--- src/rtl/core/assert_macros.svh ---
// Assertion helpers, clocked on clk_i and held off while rst_ni is low.
`ifndef ASSERT_MACROS_SVH
`define ASSERT_MACROS_SVH
`ifndef SYNTHESIS
`define SPQ_ASSERT(lbl, prop, msg) \
  lbl: assert property (@(posedge clk_i) disable iff (!rst_ni) (prop)) else $error(msg);
`define SPQ_NEVER(lbl, cond, msg) \
  lbl: assert property (@(posedge clk_i) disable iff (!rst_ni) !(cond)) else $error(msg);
`else
`define SPQ_ASSERT(lbl, prop, msg)
`define SPQ_NEVER(lbl, cond, msg)
`endif
`endif

--- src/rtl/core/spq_pkg.sv ---
package spq_pkg;

  localparam int unsigned DataW   = 32;
  localparam int unsigned StatusW = 2;
  localparam int unsigned CountW  = 4;

  typedef enum logic {
    CmdEnq = 1'b0,
    CmdDeq = 1'b1
  } cmd_e;

  typedef enum logic [StatusW-1:0] {
    StOk    = 2'd0,
    StFull  = 2'd1,
    StEmpty = 2'd2
  } status_e;

  // Per-cycle control broadcast to every cell of the chain.
  typedef struct packed {
    logic                    insert;
    logic                    remove;
    logic signed [DataW-1:0] data;
  } cell_ctrl_t;

endpackage

--- src/rtl/core/spq_cell.sv ---
module spq_cell
  import spq_pkg::*;
(
  input  logic                    clk_i,
  input  cell_ctrl_t              ctrl_i,
  input  logic                    occ_i,
  input  logic                    prev_keep_i,
  input  logic signed [DataW-1:0] prev_data_i,
  input  logic signed [DataW-1:0] next_data_i,
  output logic                    keep_o,
  output logic signed [DataW-1:0] data_o
);

  logic signed [DataW-1:0] data_q;
  logic signed [DataW-1:0] data_d;

  // Hold when the stored word is at least the new one, so equal words stay first.
  assign keep_o = occ_i && (data_q >= ctrl_i.data);
  assign data_o = data_q;

  always_comb begin
    data_d = data_q;
    if (ctrl_i.remove) begin
      data_d = next_data_i;
    end else if (ctrl_i.insert && !keep_o) begin
      // Take the new word at the insert point, otherwise shift down.
      data_d = prev_keep_i ? ctrl_i.data : prev_data_i;
    end
  end

  always_ff @(posedge clk_i) begin
    data_q <= data_d;
  end

endmodule

--- src/rtl/core/sorted_array_priority_queue_core.sv ---
// Channel  | Handshake                | Word
// ---------+--------------------------+-------------------------------------
// in       | in_valid_i / in_stall_o  | command_i, value_i
// out      | out_valid_o / out_stall_i| status_o, removed_value_o, count_o
//
// One command per cycle while in_stall_o is low: every cell of the chain
// compares against the new word and shifts in the same cycle, so an accepted
// command updates the queue at once; its result is registered on acceptance.
// in_stall_o is high only while a result waits and out_stall_i holds it.
// Reset empties the queue (count to zero) and clears the output valid.
`include "assert_macros.svh"

module sorted_array_priority_queue_core
  import spq_pkg::*;
#(
  parameter int unsigned DEPTH = 8
) (
  input  logic                      clk_i,
  input  logic                      rst_ni,
  input  logic                      in_valid_i,
  output logic                      in_stall_o,
  input  logic                      command_i,
  input  logic signed [DataW-1:0]   value_i,
  output logic                      out_valid_o,
  input  logic                      out_stall_i,
  output logic        [StatusW-1:0] status_o,
  output logic signed [DataW-1:0]   removed_value_o,
  output logic        [CountW-1:0]  count_o
);

  localparam int unsigned CntW = $clog2(DEPTH + 1);

  logic                    in_acc;
  logic                    deq_ok;
  cmd_e                    cmd;
  logic                    full;
  logic                    empty;
  cell_ctrl_t              ctrl;
  status_e                 status;

  logic [CntW-1:0]         cnt_q;
  logic [CntW-1:0]         cnt_d;

  logic [DEPTH-1:0]        occ;
  logic [DEPTH-1:0]        keep;
  logic signed [DataW-1:0] ent [DEPTH];

  logic                    out_valid_q;
  logic                    out_valid_d;
  logic [StatusW-1:0]      status_q;
  logic signed [DataW-1:0] removed_q;
  logic signed [DataW-1:0] removed_d;
  logic [CountW-1:0]       count_q;

  assign in_stall_o = out_valid_q && out_stall_i;
  assign in_acc     = in_valid_i && !in_stall_o;
  assign cmd        = cmd_e'(command_i);
  assign full       = (cnt_q == CntW'(DEPTH));
  assign empty      = (cnt_q == '0);
  assign deq_ok     = in_acc && (cmd == CmdDeq) && !empty;

  always_comb begin
    ctrl.insert = 1'b0;
    ctrl.remove = 1'b0;
    ctrl.data   = value_i;
    status      = StOk;
    removed_d   = '0;
    cnt_d       = cnt_q;
    case (cmd)
      CmdEnq: begin
        if (full) begin
          status = StFull;
        end else begin
          ctrl.insert = in_acc;
          if (in_acc) begin
            cnt_d = cnt_q + CntW'(1);
          end
        end
      end
      CmdDeq: begin
        if (empty) begin
          status = StEmpty;
        end else begin
          ctrl.remove = in_acc;
          removed_d   = ent[0];
          if (in_acc) begin
            cnt_d = cnt_q - CntW'(1);
          end
        end
      end
      default: begin
        status = StOk;
      end
    endcase
  end

  for (genvar k = 0; k < DEPTH; k++) begin : g_cell
    logic                    prev_keep;
    logic signed [DataW-1:0] prev_data;
    logic signed [DataW-1:0] next_data;

    assign occ[k] = (cnt_q > CntW'(k));

    if (k == 0) begin : g_head
      // Head cell always sits at the insert point when it does not hold.
      assign prev_keep = 1'b1;
      assign prev_data = value_i;
    end else begin : g_body
      assign prev_keep = keep[k-1];
      assign prev_data = ent[k-1];
    end

    if (k == DEPTH - 1) begin : g_tail
      assign next_data = ent[k];
    end else begin : g_mid
      assign next_data = ent[k+1];
    end

    spq_cell u_cell (
      .clk_i       (clk_i),
      .ctrl_i      (ctrl),
      .occ_i       (occ[k]),
      .prev_keep_i (prev_keep),
      .prev_data_i (prev_data),
      .next_data_i (next_data),
      .keep_o      (keep[k]),
      .data_o      (ent[k])
    );
  end

  always_ff @(posedge clk_i or negedge rst_ni) begin
    if (!rst_ni) begin
      cnt_q       <= '0;
      out_valid_q <= 1'b0;
    end else begin
      cnt_q       <= cnt_d;
      out_valid_q <= out_valid_d;
    end
  end

  assign out_valid_d = in_acc || (out_valid_q && out_stall_i);

  always_ff @(posedge clk_i) begin
    if (in_acc) begin
      status_q  <= status;
      removed_q <= removed_d;
      count_q   <= CountW'(cnt_d);
    end
  end

  assign out_valid_o     = out_valid_q;
  assign status_o        = status_q;
  assign removed_value_o = removed_q;
  assign count_o         = count_q;

  `SPQ_NEVER(a_cnt_range, cnt_q > CntW'(DEPTH), "entry count above depth")
  `SPQ_ASSERT(a_cnt_hold, !in_acc |=> $stable(cnt_q), "count moved without a command")
  `SPQ_ASSERT(a_deq_head, deq_ok |=> (removed_value_o == $past(ent[0])), "dequeue lost head word")

endmodule

--- config.mk ---
export PLATFORM = sky130hd
export DESIGN_NAME = sorted_array_priority_queue_core
export DESIGN_NICKNAME = d
export VERILOG_FILES = /design/src/rtl/core/spq_pkg.sv /design/src/rtl/core/spq_cell.sv /design/src/rtl/core/sorted_array_priority_queue_core.sv
export VERILOG_INCLUDE_DIRS = /design/src /design/src/rtl/core
export SDC_FILE = /design/constraint.sdc
export NUM_CORES = 1
export LEC_CHECK = 0
export BUFFER_PORTS_ARGS = -buffer_cell sky130_fd_sc_hd__buf_2
export CELL_PAD_IN_SITES_DETAIL_PLACEMENT = 0
export CELL_PAD_IN_SITES_GLOBAL_PLACEMENT = 1
export CORE_MARGIN = 4
export CORE_UTILIZATION = 46
export DETAILED_ROUTE_END_ITERATION = 6
export PLACE_DENSITY_LB_ADDON = 0.3
export SYNTH_ARGS = -nofsm -noshare
export SYNTH_HDL_FRONTEND = slang
export SYNTH_SLANG_ARGS = --single-unit
--- constraint.sdc ---
create_clock -name clk_i -period 4.78 [get_ports clk_i]
set_input_delay 0.956 -clock clk_i [delete_from_list [all_inputs] [get_ports clk_i]]
set_output_delay 0.956 -clock clk_i [all_outputs]
set_load 0.01 [all_outputs]
==> flow_metrics.py, run 1 <==
metrics = {
    "power": {
        "pwr-share-comb_pct": 37.5,
        "cellLeakagePower_nw": 9.28,
        "power_mw": 11.6,
        "clockPowerShare_pct": 25.0,
        "p_int_mw": 7.29,
        "ir_drop_v": 0.000253,
        "seqPwrFrac_pct": 37.5,
        "p_sw_share_pct": 36.9,
        "p_per_area_nw_per_um2": 509,
        "p_switching_mw": 4.26,
    },
    "clocking": {
        "clk_pin_slew_ns": 0.06,
        "clockBufferDepth": 3,
        "cts_buffers": 37,
        "cts_setup_buffers": 0,
        "clock_latency_ns": 0.55,
        "cts_resized": 0,
        "htree_levels": 2,
        "postCtsHoldBufs": 0,
        "cts_tree": "built",
        "cts_sinks": 299,
        "root_buffer": "clkbuf_16",
    },
    "sta": {
        "timing.final.crit_share_pct": 80.0,
        "rsz0062_at_grt": "no",
        "period_minus_slack_ns": 3.82,
        "slew_headroom_pct": 28.0,
        "setup_viol": 0,
        "tightest_slew_ns": 1.08,
        "clock_skew_ns": 0.0149,
        "hold_slack_ns": 0.209,
        "finalMaxSlewViolations": 0,
        "fmax_ghz": 0.262,
        "setup-tns-final_ns": 0,
        "timing_hold_violations_final": 0,
    },
    "final_layout": {
        "nets": 2352,
        "nFillCells": 3899,
        "area_growth_pct": 11.4,
        "stdcell_area_um2": 22700,
        "drive_above_1_share_pct": 11.3,
    },
    "worst_setup_path": {
        "path_buf_inv": 1,
        "arrival_ns": 4.09,
        "r2r_slack_ns": 0.96,
        "path_cells": "inv_1, ha_1, nor3b_2, nor2b_2, nand2_4, nand2_1, o221ai_1",
        "critPathTopFamily": "simple AND/OR/NAND/NOR gates",
        "crit_path_end_kind": "flop",
        "max_stage_delay_ns": 0.88,
        "worstPathMaxFanout": 67,
        "slowest_stage": "nor2b_2",
        "critPathKind": "reg2reg",
        "worstPathRequired_ns": 5.04,
        "start_kind": "flop",
    },
    "hold_path": {
        "hold_class": "in2async",
    },
    "floorplan": {
        "fp.dieArea_um2": 47700,
        "num_rows": 76,
        "initial_utilization_pct": 46.9,
        "fp.coreArea_um2": 43500,
        "chipWidth_um": 218,
        "die_y_um": 218,
        "io-pin-count": 77,
    },
    "grt": {
        "grt_overflow": 0,
        "grt_pass1_vias": 15374,
        "grt_usage_pct": 24.4,
        "grt_pass1_wl_mm": 91.1,
        "grt_max_degree": 78,
        "antenna_found_initial": 2,
    },
    "drt": {
        "drtPass1Iterations": 5,
        "num_vias": 16330,
        "post-route-drc-count": 0,
        "routed_wl_mm": 59.0,
        "drt_iter0_drc": 1985,
        "antenna_left": 0,
        "routed_via_density": 6.12,
        "wl_per_cell_um": 22.1,
    },
    "placed_design": {
        "numPortBuffers": 76,
        "dpl.hpwl_mm": 44.3,
        "gp_congestion": 0.884,
        "place_area_um2": 21500,
    },
    "synthesis": {
        "ys_types": 70,
        "synth.area.top_cells": "edfxtp_1 (43%), ha_1 (16%), mux2i_1 (4.5%), nand2_1 (4.5%), o21ai_0 (4.0%)",
        "synthesis.area_um2": 20400,
        "synth_area_leader_cell": "edfxtp_1",
        "ys_warn_count": 0,
        "synth-seq-area-share_pct": 43.9,
        "synthCells": 2005,
        "synth_top_area_share_pct": 43.3,
        "ys_async_sr_fraction_pct": 1.67,
        "postSynthAreaPerCell_um2": 10.2,
        "synthFlopType": "edfxtp_1",
        "synth_seq_cells": 299,
        "synth_nets": 2302,
        "synth_edf_count": 294,
    },
    "run_status": {
        "outcome": "finished clean",
    },
    "flow_run": {
        "timing.max_cap.violations": 0,
    },
}
[sequential cells by signal, indices dropped and copies added, names as in the netlist]
register / cells
status_o: 2
count_o: 4
removed_value_o: 32
cnt_q: 4
g_cell.u_cell.data_o: 256
out_valid_o: 1
[per-stage QoR]
step	worst slack (ns)	cells	util [%]
global placement	0.521	2601	49.4
finish	0.957	2669	52.3
global route	0.638	2669	52.3
detailed placement	0.535	2601	49.4
floorplan	0.101	2005	-
CTS	0.932	2667	52.2
[worst paths after layout]
kind	to	depth (start not counted)	startpoint
max	g_cell[2].u_cell.data_o[0]	7	cnt_q[1]
min	cnt_q[3]	1	rst_ni
max reg2reg	g_cell[2].u_cell.data_o[0]	7	cnt_q[1]
min reg2reg	out_valid_o	2	out_valid_o
max in group asynchronous	cnt_q[2]	1	rst_ni
min in group clk_i	out_valid_o	2	out_valid_o
[layout make-up]
cell class / instances / area [µm²] / share of cell area [%]
Clock buffer: 52 / 1050 / 4.65
Clock inverter: 14 / 166 / 0.733
Multi-Input combinational cell: 1540 / 10700 / 47.3
Timing Repair Buffer: 126 / 868 / 3.82
Sequential cell: 299 / 8950 / 39.4
Tap cell: 585 / 732 / 3.22
Inverter: 51 / 191 / 0.843
Antenna cell: 2 / 5.00 / 0.0220
[per-layer routing]
layer	part of all wire (%)	up-vias	global-route usage [%]
met1	48	7793	38.5
li1	-	7732	-
met3	8.6	83	3.66
met2	41	722	34.6
met5	0	-	0
met4	2.4	0	6.55
[cells by family after synthesis]
kind of cell	count (synthesis)	synth area share [%]
simple gates	623	14.5
compound gates	532	15.4
flops	299	43.9
fa+ha+maj	260	16.0
buf+inv	166	3.80
mux	123	6.24
xor+xnor	2	0.0860
[power groups by stage]
stage	clock, mW	combinational, mW	sequential [mW]
2_1_floorplan	0	3.21	4.16
3_5_place_dp	0	4.27	4.36
5_1_grt	3.05	4.80	4.39
6_report	2.88	4.33	4.33
4_1_cts	2.94	4.29	4.31
3_3_place_gp	0	4.17	4.35
[synthesized netlist by cell type (3+ instances only)]
master and n:
a211oi_1 7, a21o_1 34, a21oi_1 100, a221oi_1 8, a22oi_1 5, a31oi_1 73
and2_1 33, and3_1 3, and4_1 5, buf_1 3, buf_2 24, buf_4 4
buf_6 14, clkbuf_1 70, dfrtp_1 5, edfxtp_1 294, ha_1 260, inv_1 49
mux2_1 3, mux2_2 29, mux2i_1 91, nand2_1 242, nand2b_1 10, nand3_1 115
nand4_1 71, nor2_1 97, nor2b_1 5, nor3_1 15, nor4_1 4, o211a_1 3
o211ai_1 37, o21a_1 5, o21ai_0 162, o21ai_1 68, o21bai_1 3, o221ai_1 5
o311ai_1 3, o31ai_1 3, or2_2 4
[cell usage in the layout (no fill, tap or decap), types with 37 or more instances in the layout]
cell / count
nor2_1: 95
buf_4: 41
clkbuf_16: 39
o21ai_1: 68
a21oi_1: 100
buf_2: 76
nand2_1: 241
ha_1: 260
nand4_1: 71
a31oi_1: 72
mux2i_1: 91
edfxtp_1: 294
o21ai_0: 160
inv_1: 49
o211ai_1: 37
nand3_1: 115
Note: power is estimated with default switching activity, not from simulation.
==> run 2: changes to the inputs <==
clock period = 3.2 ns   (was 4.78 ns; I/O delays follow)
==> run 2 against run 1 <==
Net effect: non-clock buffer count is 170 higher; via count rose by 3.2%; global-route usage increased by 0.44 points; largest cell class unchanged.
==> flow_metrics.py, run 2 (synthesized netlist as in run 1, its figures left out) <==
metrics = {
    "floorplan": {
        "fp.dieArea_um2": 47700,
        "num_rows": 76,
        "chipWidth_um": 218,
        "fp.coreArea_um2": 43500,
        "die_y_um": 218,
        "io-pin-count": 77,
        "initial_utilization_pct": 46.9,
    },
    "worst_setup_path": {
        "worstPathRequired_ns": 3.50,
        "crit_path_end_kind": "flop",
        "arrival_ns": 3.26,
        "critPathKind": "in2reg",
        "slowest_stage": "ha_1",
        "start_kind": "input port",
        "worstPathMaxFanout": 14,
        "critPathTopFamily": "buffers and inverters",
        "path_cells": "buf_2, clkinvlp_4, ha_1, a21oi_1, o21ai_0, a221oi_1, buf_4, a21oi_1, nor3_2, buf_4, buf_12, mux2i_1, o21ai_0",
        "max_stage_delay_ns": 0.40,
        "path_buf_inv": 5,
    },
    "grt": {
        "grt.met2_usage_pct": 36.7,
        "grt_use_met3_pct": 3.52,
        "top_usage_layer": "met1",
        "antenna_found_initial": 1,
        "grt_pass1_vias": 16281,
        "grt_overflow": 0,
        "use_met1_pct": 38.8,
        "grt_pass1_wl_mm": 93.6,
        "grt_usage_pct": 24.8,
        "grt_max_degree": 84,
    },
    "sta": {
        "setup_viol": 0,
        "clock_skew_ns": 0.0204,
        "setup-tns-final_ns": 0,
        "hold_slack_ns": 0.283,
        "timing.final.crit_share_pct": 92.5,
        "tightest_slew_ns": 0.773,
        "slew_headroom_pct": 48.2,
        "timing_hold_violations_final": 0,
        "finalMaxSlewViolations": 0,
        "rsz0062_at_grt": "no",
        "fmax_ghz": 0.338,
        "fin_ws_ns": 0.241,
        "period_minus_slack_ns": 2.96,
    },
    "flow_run": {
        "timing.max_cap.violations": 0,
    },
    "clocking": {
        "cts_tree": "built",
        "htree_levels": 2,
        "clock_latency_ns": 0.57,
        "clockBufferDepth": 3,
        "root_buffer": "clkbuf_16",
        "cts_setup_buffers": 0,
        "cts_buffers": 38,
        "cts_sinks": 299,
        "clk_pin_slew_ns": 0.05,
    },
    "drt": {
        "wl_per_cell_um": 21.0,
        "drt_iter0_drc": 1674,
        "antenna_left": 0,
        "num_vias": 16850,
        "routed_wl_mm": 59.5,
        "drtPass1Iterations": 7,
        "routed_via_density": 5.94,
        "post-route-drc-count": 0,
    },
    "final_layout": {
        "largest_reg_flops": 256,
        "utilization_pct": 56.5,
        "nets": 2523,
        "layout_common_cells": "edfxtp_1 (294), ha_1 (250), nand2_1 (237)",
        "final_common_cell": "edfxtp_1",
        "area_growth_pct": 20.5,
        "stdcell_area_um2": 24500,
        "drive_above_1_share_pct": 19.1,
        "instances_no_fill": 2838,
        "num_antenna_cells": 0,
    },
    "run_status": {
        "outcome": "finished clean",
    },
    "power": {
        "power_mw": 17.8,
        "ir_drop_v": 0.000328,
        "p_per_area_nw_per_um2": 724,
        "cellLeakagePower_nw": 10.2,
    },
    "placed_design": {
        "numPortBuffers": 76,
        "dpl.hpwl_mm": 46.5,
        "place_area_um2": 23300,
        "place_inst": 2770,
        "gp_congestion": 0.905,
        "preCtsSetupSlack_ns": -0.275,
    },
    "hold_path": {
        "hold_class": "in2reg",
    },
}
run 2: repair_timing:
action                                  4_1_cts  5_1_grt
gates resized for setup                       0        1
hold buffers                                  1        0
endpoints found under the setup margin        0       30
hold endpoints to repair                      5        0
run 2: layout make-up:
| class | instances | area [µm²] |
|---|---|---|
| clock buffer | 45 | 977 |
| clock inverter | 22 | 214 |
| fill | 3748 | 18900 |
| inverter | 51 | 223 |
| multi-input combinational | 1540 | 10900 |
| sequential | 299 | 8950 |
| tap | 585 | 732 |
| timing repair buffer | 296 | 2530 |
run 2: worst paths after layout:
kind	depth (start not counted)	start	slack, ns	end
worst min register to register	2	out_valid_o	0.54	out_valid_o
worst min-delay path	2	in_valid_i	0.28	out_valid_o
worst max-delay path	13	value_i[9]	0.24	g_cell[2].u_cell.data_o[2]
worst max register to register	9	g_cell[6].u_cell.data_o[27]	0.29	g_cell[7].u_cell.data_o[23]
min in group asynchronous	2	rst_ni	0.41	cnt_q[2]
max in group asynchronous	2	rst_ni	2.64	cnt_q[0]
run 2: power breakdown:
part / total [mW] / internal (mW) / leakage, nW / switching (mW)
clock network: 4.21 / 2.50 / 0.580 / 1.71
logic: 7.06 / 3.21 / 6.77 / 3.85
registers: 6.51 / 5.70 / 2.83 / 0.811
run 2: metal layers:
metal | vias up | routed length (µm)
met4 | 0 | 924
met5 | - | 0
met1 | 8049 | 28700
met2 | 634 | 25000
met3 | 64 | 5010
li1 | 8103 | -
